File: src/i2c_transaction_sequencer_core_defines.svh
// Assertion macros shared by the I2C transaction sequencer RTL.
// Depends on nothing; the checks compile away when SYNTHESIS is defined.
`ifndef I2C_TRANSACTION_SEQUENCER_CORE_DEFINES_SVH
`define I2C_TRANSACTION_SEQUENCER_CORE_DEFINES_SVH

`ifndef SYNTHESIS

// Same-cycle implication, checked at every rising clock edge out of reset.
`define I2CTS_ASSERT_IMP(lbl, clk, rstn, ante, cons) \
    lbl: assert property (@(posedge clk) disable iff (!(rstn)) (ante) |-> (cons)) \
        else $error("same-cycle check failed");

// Next-cycle implication, checked at every rising clock edge out of reset.
`define I2CTS_ASSERT_NXT(lbl, clk, rstn, ante, cons) \
    lbl: assert property (@(posedge clk) disable iff (!(rstn)) (ante) |=> (cons)) \
        else $error("next-cycle check failed");

`else

`define I2CTS_ASSERT_IMP(lbl, clk, rstn, ante, cons)
`define I2CTS_ASSERT_NXT(lbl, clk, rstn, ante, cons)

`endif

`endif

File: src/i2cts_pkg.sv
// Types and constants for the I2C transaction sequencer.
// Used by i2c_transaction_sequencer_core; depends on nothing.
package i2cts_pkg;

    localparam int unsigned COUNT_WIDTH_DEFAULT = 16;

    localparam logic [15:0] MODE_BASE_WRITE = 16'h4620;
    localparam logic [15:0] MODE_BASE_READ  = 16'h4420;
    localparam logic [15:0] MODE_STOP_BIT   = 16'h0800;
    localparam logic [15:0] MODE_START_BIT  = 16'h2000;

    localparam logic [15:0] MODE_WRITE_STOP = MODE_BASE_WRITE | MODE_START_BIT | MODE_STOP_BIT;
    localparam logic [15:0] MODE_WRITE      = MODE_BASE_WRITE | MODE_START_BIT;
    localparam logic [15:0] MODE_READ_STOP  = MODE_BASE_READ | MODE_START_BIT | MODE_STOP_BIT;

    typedef enum logic [2:0] {
        PH_IDLE        = 3'd0,
        PH_SEND_STOP   = 3'd1,
        PH_WRITE_BUSY  = 3'd2,
        PH_SEND_NOSTOP = 3'd3,
        PH_NOSTOP_BUSY = 3'd4,
        PH_RESTART     = 3'd5,
        PH_READ_BUSY   = 3'd6,
        PH_FAILED      = 3'd7
    } phase_t;

    typedef enum logic [1:0] {
        ACT_START = 2'd0,
        ACT_POLL  = 2'd1,
        ACT_TICK  = 2'd2
    } action_t;

    typedef enum logic [1:0] {
        CMD_WRITE_STOP = 2'd0,
        CMD_WRITE_READ = 2'd1,
        CMD_READ_ONLY  = 2'd2
    } cmd_t;

    typedef struct packed {
        logic [1:0]  action;
        logic [9:0]  slave_address;
        logic [1:0]  command;
        logic [15:0] write_count;
        logic [15:0] read_count;
        logic [15:0] elapsed_time;
        logic        arb_lost;
        logic        nack_seen;
        logic        stop_seen;
        logic        shift_empty;
        logic        access_ready;
    } seq_in_t;

    typedef struct packed {
        logic [2:0]  phase;
        logic        issue_transfer;
        logic [9:0]  target_address;
        logic [15:0] transfer_count;
        logic [15:0] mode_word;
        logic        fifo_clear;
        logic        bus_reset;
        logic [15:0] message_total;
        logic [15:0] arb_loss_total;
        logic [15:0] nack_total;
        logic [15:0] timeout_total;
    } seq_out_t;

endpackage

File: src/i2c_transaction_sequencer_core.sv
// I2C master message sequencer: phase control, busy timer and event counters.
// Depends on i2cts_pkg and i2c_transaction_sequencer_core_defines.svh.
//
//   channel  | ports                        | carries
//   ---------+------------------------------+-------------------------------
//   input    | s_valid, s_ready, s_data     | one seq_in_t word per item
//   result   | m_valid, m_ready, m_data     | one seq_out_t word per item
//   config   | cfg_we, cfg_wdata            | busy_timeout, no read-back
//
// The phase, timer and counters update at the edge that accepts an item,
// and the result word is in m_data from the next cycle.
// One result register sits on the output; s_ready is high whenever that
// register is empty or is being drained, so a full rate of one word per
// cycle holds as long as m_ready stays high. Reset clears the phase, the
// saved operands, the timer, the counters and the result valid.
`include "i2c_transaction_sequencer_core_defines.svh"

module i2c_transaction_sequencer_core
    import i2cts_pkg::*;
#(
    parameter int unsigned COUNT_WIDTH = COUNT_WIDTH_DEFAULT
) (
    input  logic        aclk,
    input  logic        aresetn,
    input  logic        s_valid,
    output logic        s_ready,
    input  seq_in_t     s_data,
    output logic        m_valid,
    input  logic        m_ready,
    output seq_out_t    m_data,
    input  logic        cfg_we,
    input  logic [15:0] cfg_wdata
);

    logic [15:0]            busy_timeout_reg;
    phase_t                 phase_reg, phase_next;
    logic [9:0]             saved_addr_reg;
    logic [COUNT_WIDTH-1:0] saved_wr_cnt_reg;
    logic [COUNT_WIDTH-1:0] saved_rd_cnt_reg;
    logic [15:0]            busy_timer_reg, busy_timer_next;
    logic [15:0]            msg_cnt_reg, msg_cnt_next;
    logic [15:0]            arb_cnt_reg, arb_cnt_next;
    logic [15:0]            nack_cnt_reg, nack_cnt_next;
    logic [15:0]            tmo_cnt_reg, tmo_cnt_next;
    logic                   m_valid_reg;
    seq_out_t               m_data_reg, m_data_next;

    logic        accept;
    logic        is_start, is_poll, is_tick;
    logic        timed_out;
    logic        issue;
    logic [15:0] issue_count;
    logic [15:0] issue_mode;
    logic        bus_reset;

    assign s_ready  = !m_valid_reg || m_ready;
    assign accept   = s_valid && s_ready;
    assign m_valid  = m_valid_reg;
    assign m_data   = m_data_reg;

    assign is_start  = (s_data.action == ACT_START);
    assign is_poll   = (s_data.action == ACT_POLL);
    assign is_tick   = (s_data.action == ACT_TICK);
    assign timed_out = (busy_timer_reg == 16'd0);

    // Next phase.
    always_comb begin
        phase_next = phase_reg;
        if (is_start) begin
            case (s_data.command)
                CMD_WRITE_STOP: phase_next = PH_SEND_STOP;
                CMD_WRITE_READ: phase_next = PH_SEND_NOSTOP;
                CMD_READ_ONLY:  phase_next = PH_RESTART;
                default:        phase_next = PH_IDLE;
            endcase
        end else if (is_poll) begin
            if (s_data.arb_lost) begin
                phase_next = PH_FAILED;
            end else begin
                case (phase_reg)
                    PH_SEND_STOP:   phase_next = PH_WRITE_BUSY;
                    PH_SEND_NOSTOP: phase_next = PH_NOSTOP_BUSY;
                    PH_RESTART:     phase_next = PH_READ_BUSY;
                    PH_WRITE_BUSY, PH_READ_BUSY: begin
                        if (timed_out || s_data.nack_seen) begin
                            phase_next = PH_FAILED;
                        end else if (s_data.stop_seen) begin
                            phase_next = PH_IDLE;
                        end
                    end
                    PH_NOSTOP_BUSY: begin
                        if (timed_out || s_data.nack_seen) begin
                            phase_next = PH_FAILED;
                        end else if (s_data.shift_empty && s_data.access_ready) begin
                            phase_next = PH_READ_BUSY;
                        end
                    end
                    default: phase_next = phase_reg;
                endcase
            end
        end
    end

    // Issue decisions, timer and counters.
    always_comb begin
        issue           = 1'b0;
        issue_count     = 16'd0;
        issue_mode      = 16'd0;
        bus_reset       = 1'b0;
        busy_timer_next = busy_timer_reg;
        msg_cnt_next    = msg_cnt_reg;
        arb_cnt_next    = arb_cnt_reg;
        nack_cnt_next   = nack_cnt_reg;
        tmo_cnt_next    = tmo_cnt_reg;
        if (is_poll) begin
            if (s_data.arb_lost) begin
                bus_reset    = 1'b1;
                arb_cnt_next = arb_cnt_reg + 16'd1;
            end else begin
                case (phase_reg)
                    PH_SEND_STOP: begin
                        issue        = 1'b1;
                        issue_count  = 16'(saved_wr_cnt_reg);
                        issue_mode   = MODE_WRITE_STOP;
                        msg_cnt_next = msg_cnt_reg + 16'd1;
                    end
                    PH_SEND_NOSTOP: begin
                        issue        = 1'b1;
                        issue_count  = 16'(saved_wr_cnt_reg);
                        issue_mode   = MODE_WRITE;
                        msg_cnt_next = msg_cnt_reg + 16'd1;
                    end
                    PH_RESTART: begin
                        issue       = 1'b1;
                        issue_count = 16'(saved_rd_cnt_reg);
                        issue_mode  = MODE_READ_STOP;
                    end
                    PH_WRITE_BUSY, PH_READ_BUSY, PH_NOSTOP_BUSY: begin
                        if (timed_out) begin
                            bus_reset    = 1'b1;
                            tmo_cnt_next = tmo_cnt_reg + 16'd1;
                        end else if (s_data.nack_seen) begin
                            nack_cnt_next = nack_cnt_reg + 16'd1;
                        end else if (phase_reg == PH_NOSTOP_BUSY
                                     && s_data.shift_empty && s_data.access_ready) begin
                            issue       = 1'b1;
                            issue_count = 16'(saved_rd_cnt_reg);
                            issue_mode  = MODE_READ_STOP;
                        end
                    end
                    default: issue = 1'b0;
                endcase
            end
            if (issue) begin
                busy_timer_next = busy_timeout_reg;
            end
        end else if (is_tick) begin
            busy_timer_next = (busy_timer_reg > s_data.elapsed_time)
                            ? (busy_timer_reg - s_data.elapsed_time) : 16'd0;
        end
    end

    always_comb begin
        m_data_next.phase          = phase_next;
        m_data_next.issue_transfer = issue;
        m_data_next.target_address = issue ? saved_addr_reg : 10'd0;
        m_data_next.transfer_count = issue_count;
        m_data_next.mode_word      = issue_mode;
        m_data_next.fifo_clear     = issue;
        m_data_next.bus_reset      = bus_reset;
        m_data_next.message_total  = msg_cnt_next;
        m_data_next.arb_loss_total = arb_cnt_next;
        m_data_next.nack_total     = nack_cnt_next;
        m_data_next.timeout_total  = tmo_cnt_next;
    end

    always_ff @(posedge aclk) begin
        if (!aresetn) begin
            busy_timeout_reg <= 16'd0;
            phase_reg        <= PH_IDLE;
            saved_addr_reg   <= 10'd0;
            saved_wr_cnt_reg <= '0;
            saved_rd_cnt_reg <= '0;
            busy_timer_reg   <= 16'd0;
            msg_cnt_reg      <= 16'd0;
            arb_cnt_reg      <= 16'd0;
            nack_cnt_reg     <= 16'd0;
            tmo_cnt_reg      <= 16'd0;
            m_valid_reg      <= 1'b0;
        end else begin
            if (cfg_we) begin
                busy_timeout_reg <= cfg_wdata;
            end
            if (accept) begin
                phase_reg      <= phase_next;
                busy_timer_reg <= busy_timer_next;
                msg_cnt_reg    <= msg_cnt_next;
                arb_cnt_reg    <= arb_cnt_next;
                nack_cnt_reg   <= nack_cnt_next;
                tmo_cnt_reg    <= tmo_cnt_next;
                if (is_start) begin
                    saved_addr_reg   <= s_data.slave_address;
                    saved_wr_cnt_reg <= COUNT_WIDTH'(s_data.write_count);
                    saved_rd_cnt_reg <= COUNT_WIDTH'(s_data.read_count);
                end
            end
            if (accept) begin
                m_valid_reg <= 1'b1;
            end else if (m_ready) begin
                m_valid_reg <= 1'b0;
            end
        end
    end

    always_ff @(posedge aclk) begin
        if (accept) begin
            m_data_reg <= m_data_next;
        end
    end

    // The input side is only blocked while a result is held.
    `I2CTS_ASSERT_IMP(a_ready_only_when_drained, aclk, aresetn, !s_ready, m_valid_reg)

    // A programmed transfer always lands in a busy phase.
    `I2CTS_ASSERT_IMP(a_issue_enters_busy, aclk, aresetn, m_valid_reg && m_data_reg.issue_transfer,
        m_data_reg.fifo_clear && (m_data_reg.phase == PH_WRITE_BUSY
        || m_data_reg.phase == PH_NOSTOP_BUSY || m_data_reg.phase == PH_READ_BUSY))

    // Bus recovery is only requested on the way into the failed phase.
    `I2CTS_ASSERT_IMP(a_reset_means_failed, aclk, aresetn, m_valid_reg && m_data_reg.bus_reset,
        m_data_reg.phase == PH_FAILED && !m_data_reg.issue_transfer)

    // A clean poll in a send phase counts exactly one message.
    `I2CTS_ASSERT_NXT(a_message_counted, aclk, aresetn,
        accept && is_poll && !s_data.arb_lost
        && (phase_reg == PH_SEND_STOP || phase_reg == PH_SEND_NOSTOP),
        msg_cnt_reg == $past(msg_cnt_reg) + 16'd1)

    // Arbitration loss wins over everything else on a poll.
    `I2CTS_ASSERT_NXT(a_arb_loss_fails, aclk, aresetn, accept && is_poll && s_data.arb_lost,
        phase_reg == PH_FAILED && m_data_reg.bus_reset && !m_data_reg.issue_transfer)

endmodule
File: config.mk
export PLATFORM = sky130hd
export DESIGN_NAME = i2c_transaction_sequencer_core
export DESIGN_NICKNAME = d
export VERILOG_FILES = /design/src/i2cts_pkg.sv /design/src/i2c_transaction_sequencer_core.sv
export VERILOG_INCLUDE_DIRS = /design/src /design/src/src
export SDC_FILE = /design/constraint.sdc
export NUM_CORES = 1
export LEC_CHECK = 0
export ABC_AREA = 1
export BUFFER_PORTS_ARGS = -buffer_cell sky130_fd_sc_hd__buf_2
export CORE_ASPECT_RATIO = 0.75
export CORE_MARGIN = 2
export CORE_UTILIZATION = 60
export CTS_CLUSTER_DIAMETER = 50
export CTS_CLUSTER_SIZE = 14
export DETAILED_ROUTE_END_ITERATION = 6
export GPL_TIMING_DRIVEN = 0
export MAX_ROUTING_LAYER = met4
export PLACE_DENSITY = 0.86
export SLEW_MARGIN = 5
export SYNTH_ARGS = -nofsm -noshare
export SYNTH_HDL_FRONTEND = slang
export SYNTH_SLANG_ARGS = --single-unit
File: constraint.sdc
create_clock -name aclk -period 13.8 [get_ports aclk]
set_input_delay 1.38 -clock aclk [delete_from_list [all_inputs] [get_ports aclk]]
set_output_delay 1.38 -clock aclk [all_outputs]
set_load 0.01 [all_outputs]
==> summary.txt <==
status -> complete, no violations
CP Max Fanout -> 3
DRT antenna net count -> 0
Worst Clk Skew -> 0.0337 ns
Slew headroom -> 52.7%
Crit path top cell by count -> buf_2
total power -> 1.59 mW
share of cells above drive strength 1 -> 16.4%
first-pass GRT wire length -> 46300 um
Die Wd -> 164 um
adder-cell area share of the yosys netlist -> 2.33%
WP buf/inv -> 3
Worst-Margin Slew -> 0.710 ns
Yosys reg bits -> 240
reg2reg end -> m_data[25]$_DFFE_PP_
largest net degree at the start of global routing -> 33
worst setup path startpoint -> m_ready
setup_tns -> 0 ns
Comb pwr share -> 14.4%
max frequency -> 312 MHz
Switching Share -> 27.0%
# DRC -> 0
Slew Limit Fails -> 0
GR Overflow Total -> 0
syn avg cell area -> 7.93 um2
internal power -> 1.16 mW
Synth Cell Area -> 11600 um2
R2R cell count -> 8
cells after synthesis -> 1460
Post-synth EDFFs -> 98
Yosys top cell area share -> 25.4%
most frequent cells in the layout -> 262 x inv_1, 242 x nand2_1, 199 x buf_2
hold buffer count at CTS -> 0
YS warnings -> 0
post-CTS sizing -> 0
Num CTS Buffers -> 21
post-synthesis xor/xnor area fraction -> 3.63%
initial antenna violation count -> 3
maximum vdd drop -> 0.0934 mV
std cell rows -> 43
Routability Congestion -> 0.972
Compound-Gate Fraction of Synth Area -> 13.0%
Synth area leaders -> edfxtp_1 25%, dfxtp_1 25%, inv_1 8.5%
number of cells on the critical path -> 4
Final Setup Violations -> 0
slowest CP cell -> buf_2
FF-to-FF setup slack -> 11.32 ns
# nets final -> 1795
Tightest Hold Check Type -> reg -> reg
synth unique cells -> 40
max incr delay on CP -> 0.18 ns
WL final -> 29900 um
Reg power frac -> 51.4%
post-synthesis sequential area ratio -> 50.0%
detailed-router iteration count before antenna repair -> 6
Wirelength per Cell -> 15.3 um
core area -> 18700 um2
arrival time of the worst setup path -> 1.83 ns
Die H -> 124 um
H-tree depth -> 1
post-synthesis async set-or-reset flop share -> 0%
Critical Path End -> s_ready
Simple-Gate Fraction of Synth Area -> 19.6%
deepest clock path buffer count -> 3
Largest register FFs -> 98
Critical Path Start Type -> input pin
PwrDens -> 117 nW/um2
Clock Latency Late Sink -> 0.51 ns
capturing element type of the critical path -> primary output
switching power of the nets -> 0.430 mW
Main synth FF type -> dfxtp_1
Die Area -> 20400 um2
filler instances -> 1439
Worst EP required -> 12.42 ns
fin crit period -> 3.21 ns
Yosys top cell by area -> edfxtp_1
Layout area overhead -> 17.1%
Tcrit/Tclk final -> 23.2%
proportion of synthesized area in mux cells -> 0%
critical path's top delay family -> buffers and inverters
Via density -> 5.37
reg2reg start -> m_valid$_SDFFE_PN0P_
PortBufs -> 191
unrepaired setup endpoints after global routing -> false
Hold Fails Final Rpt -> 0
CTS tree -> yes
Initial Utilization -> 61.8%
Clock power frac -> 34.3%
GRT Total Usage -> 29.1%
vias in the first global route -> 9376
Num Clock Sinks -> 240
post-CTS setup buffers -> 0
via count -> 10.5k
Reg clk slew, reported paths -> 0.06 ns
initial drt markers -> 1159
leakage -> 6.57 nW
Max-Cap Viols -> 0
CTS Root Cell -> clkbuf_16
Ports -> 202
CP Cell Sequence -> buf_2 -> inv_1 -> nand2_1 -> buf_2
largest family of logic cells by synthesized area -> simple AND/OR/NAND/NOR gates
Final HPWL DP -> 21800 um
most common cell after layout, fill and taps aside -> inv_1
Crit Path Class -> in -> out
==> cell usage after synthesis, types with 7 or more instances <==
library cell	n
a21oi_1	117
buf_2	7
buf_4	14
clkbuf_1	39
dfxtp_1	142
edfxtp_1	98
ha_1	20
inv_1	262
nand2_1	242
nand2_2	7
nand3_1	53
nand4_1	15
nor2_1	168
nor3_1	18
o21ai_0	119
o21ai_1	22
o22ai_1	17
xnor2_1	11
xor2_1	37
==> worst min-delay path, cell delays in order (launching register included) <==
cell     delay [ns]
dfxtp_1        0.30
inv_1          0.06
a21oi_1        0.05
==> metal layers <==
| layer | share of wire [%] | track usage, % | routed length (um) | vias up |
|---|---|---|---|---|
| met5 | 0 | - | 0 | - |
| met4 | 2.5 | 7.42 | 745 | 0 |
| met3 | 11 | 5.36 | 3160 | 76 |
| met1 | 43 | 40.4 | 12900 | 4763 |
| li1 | - | - | - | 5090 |
| met2 | 44 | 44.3 | 13100 | 552 |
==> per-stage QoR <==
step | instances | hold slack, ns | setup WS (ns) | util, % | cell area (um2)
2_1_floorplan | 1469 | 0.430 | 8.41 | - | 11600
3_3_place_gp | 1907 | 0.439 | 6.94 | 68.8 | 12900
3_5_place_dp | 1910 | 0.446 | 10.17 | 69.1 | 12900
4_1_cts | 1948 | 0.455 | 10.60 | 72.4 | 13500
5_1_grt | 1951 | 0.477 | 10.53 | 72.4 | 13600
6_report | 1951 | 0.453 | 10.59 | 72.4 | 13600
==> area by class of cell <==
cell class / instances / area [um2] / share of cell area (%)
diodes: 3 / 7.51 / 0.0554
plain buffers: 65 / 322 / 2.37
clock buffers: 35 / 588 / 4.34
clock inverters: 3 / 22.5 / 0.166
inverters: 268 / 1010 / 7.42
multi-input cells: 896 / 4500 / 33.2
flip-flops and latches: 240 / 5790 / 42.7
well taps: 247 / 309 / 2.28
repair buffers: 194 / 1020 / 7.50
==> power by group through the flow <==
stage	Combinational [mW]	Sequential [mW]	Clock (mW)
floorplan	0.134	0.838	0
CTS	0.225	0.816	0.551
finish	0.228	0.817	0.545
detailed placement	0.222	0.831	0
global route	0.253	0.821	0.577
global placement	0.214	0.833	0
==> how the worst min path moves through the flow <==
stage                                                 start                           endpoint  slack (ns)  cells after the start
final                      saved_rd_cnt_reg[8]$_SDFFE_PN0P_   saved_rd_cnt_reg[8]$_SDFFE_PN0P_        0.45                      2
after global routing       saved_wr_cnt_reg[8]$_SDFFE_PN0P_   saved_wr_cnt_reg[8]$_SDFFE_PN0P_        0.48                      2
after CTS                  saved_rd_cnt_reg[8]$_SDFFE_PN0P_   saved_rd_cnt_reg[8]$_SDFFE_PN0P_        0.46                      2
after detailed placement   saved_rd_cnt_reg[8]$_SDFFE_PN0P_   saved_rd_cnt_reg[8]$_SDFFE_PN0P_        0.45                      2
after global placement     saved_wr_cnt_reg[0]$_SDFFE_PN0P_   saved_wr_cnt_reg[0]$_SDFFE_PN0P_        0.44                      2
after floorplan           saved_wr_cnt_reg[10]$_SDFFE_PN0P_  saved_wr_cnt_reg[10]$_SDFFE_PN0P_        0.43                      2
==> cells by family after synthesis <==
family | Yosys count
and+or+nand+nor | 531
buffers and inverters | 333
AOI/OAI and AO/OA | 286
DFF | 240
xor gates and xnor gates | 48
adders and majority gates | 21
other | 1
Note: power is estimated with default switching activity, not from simulation.
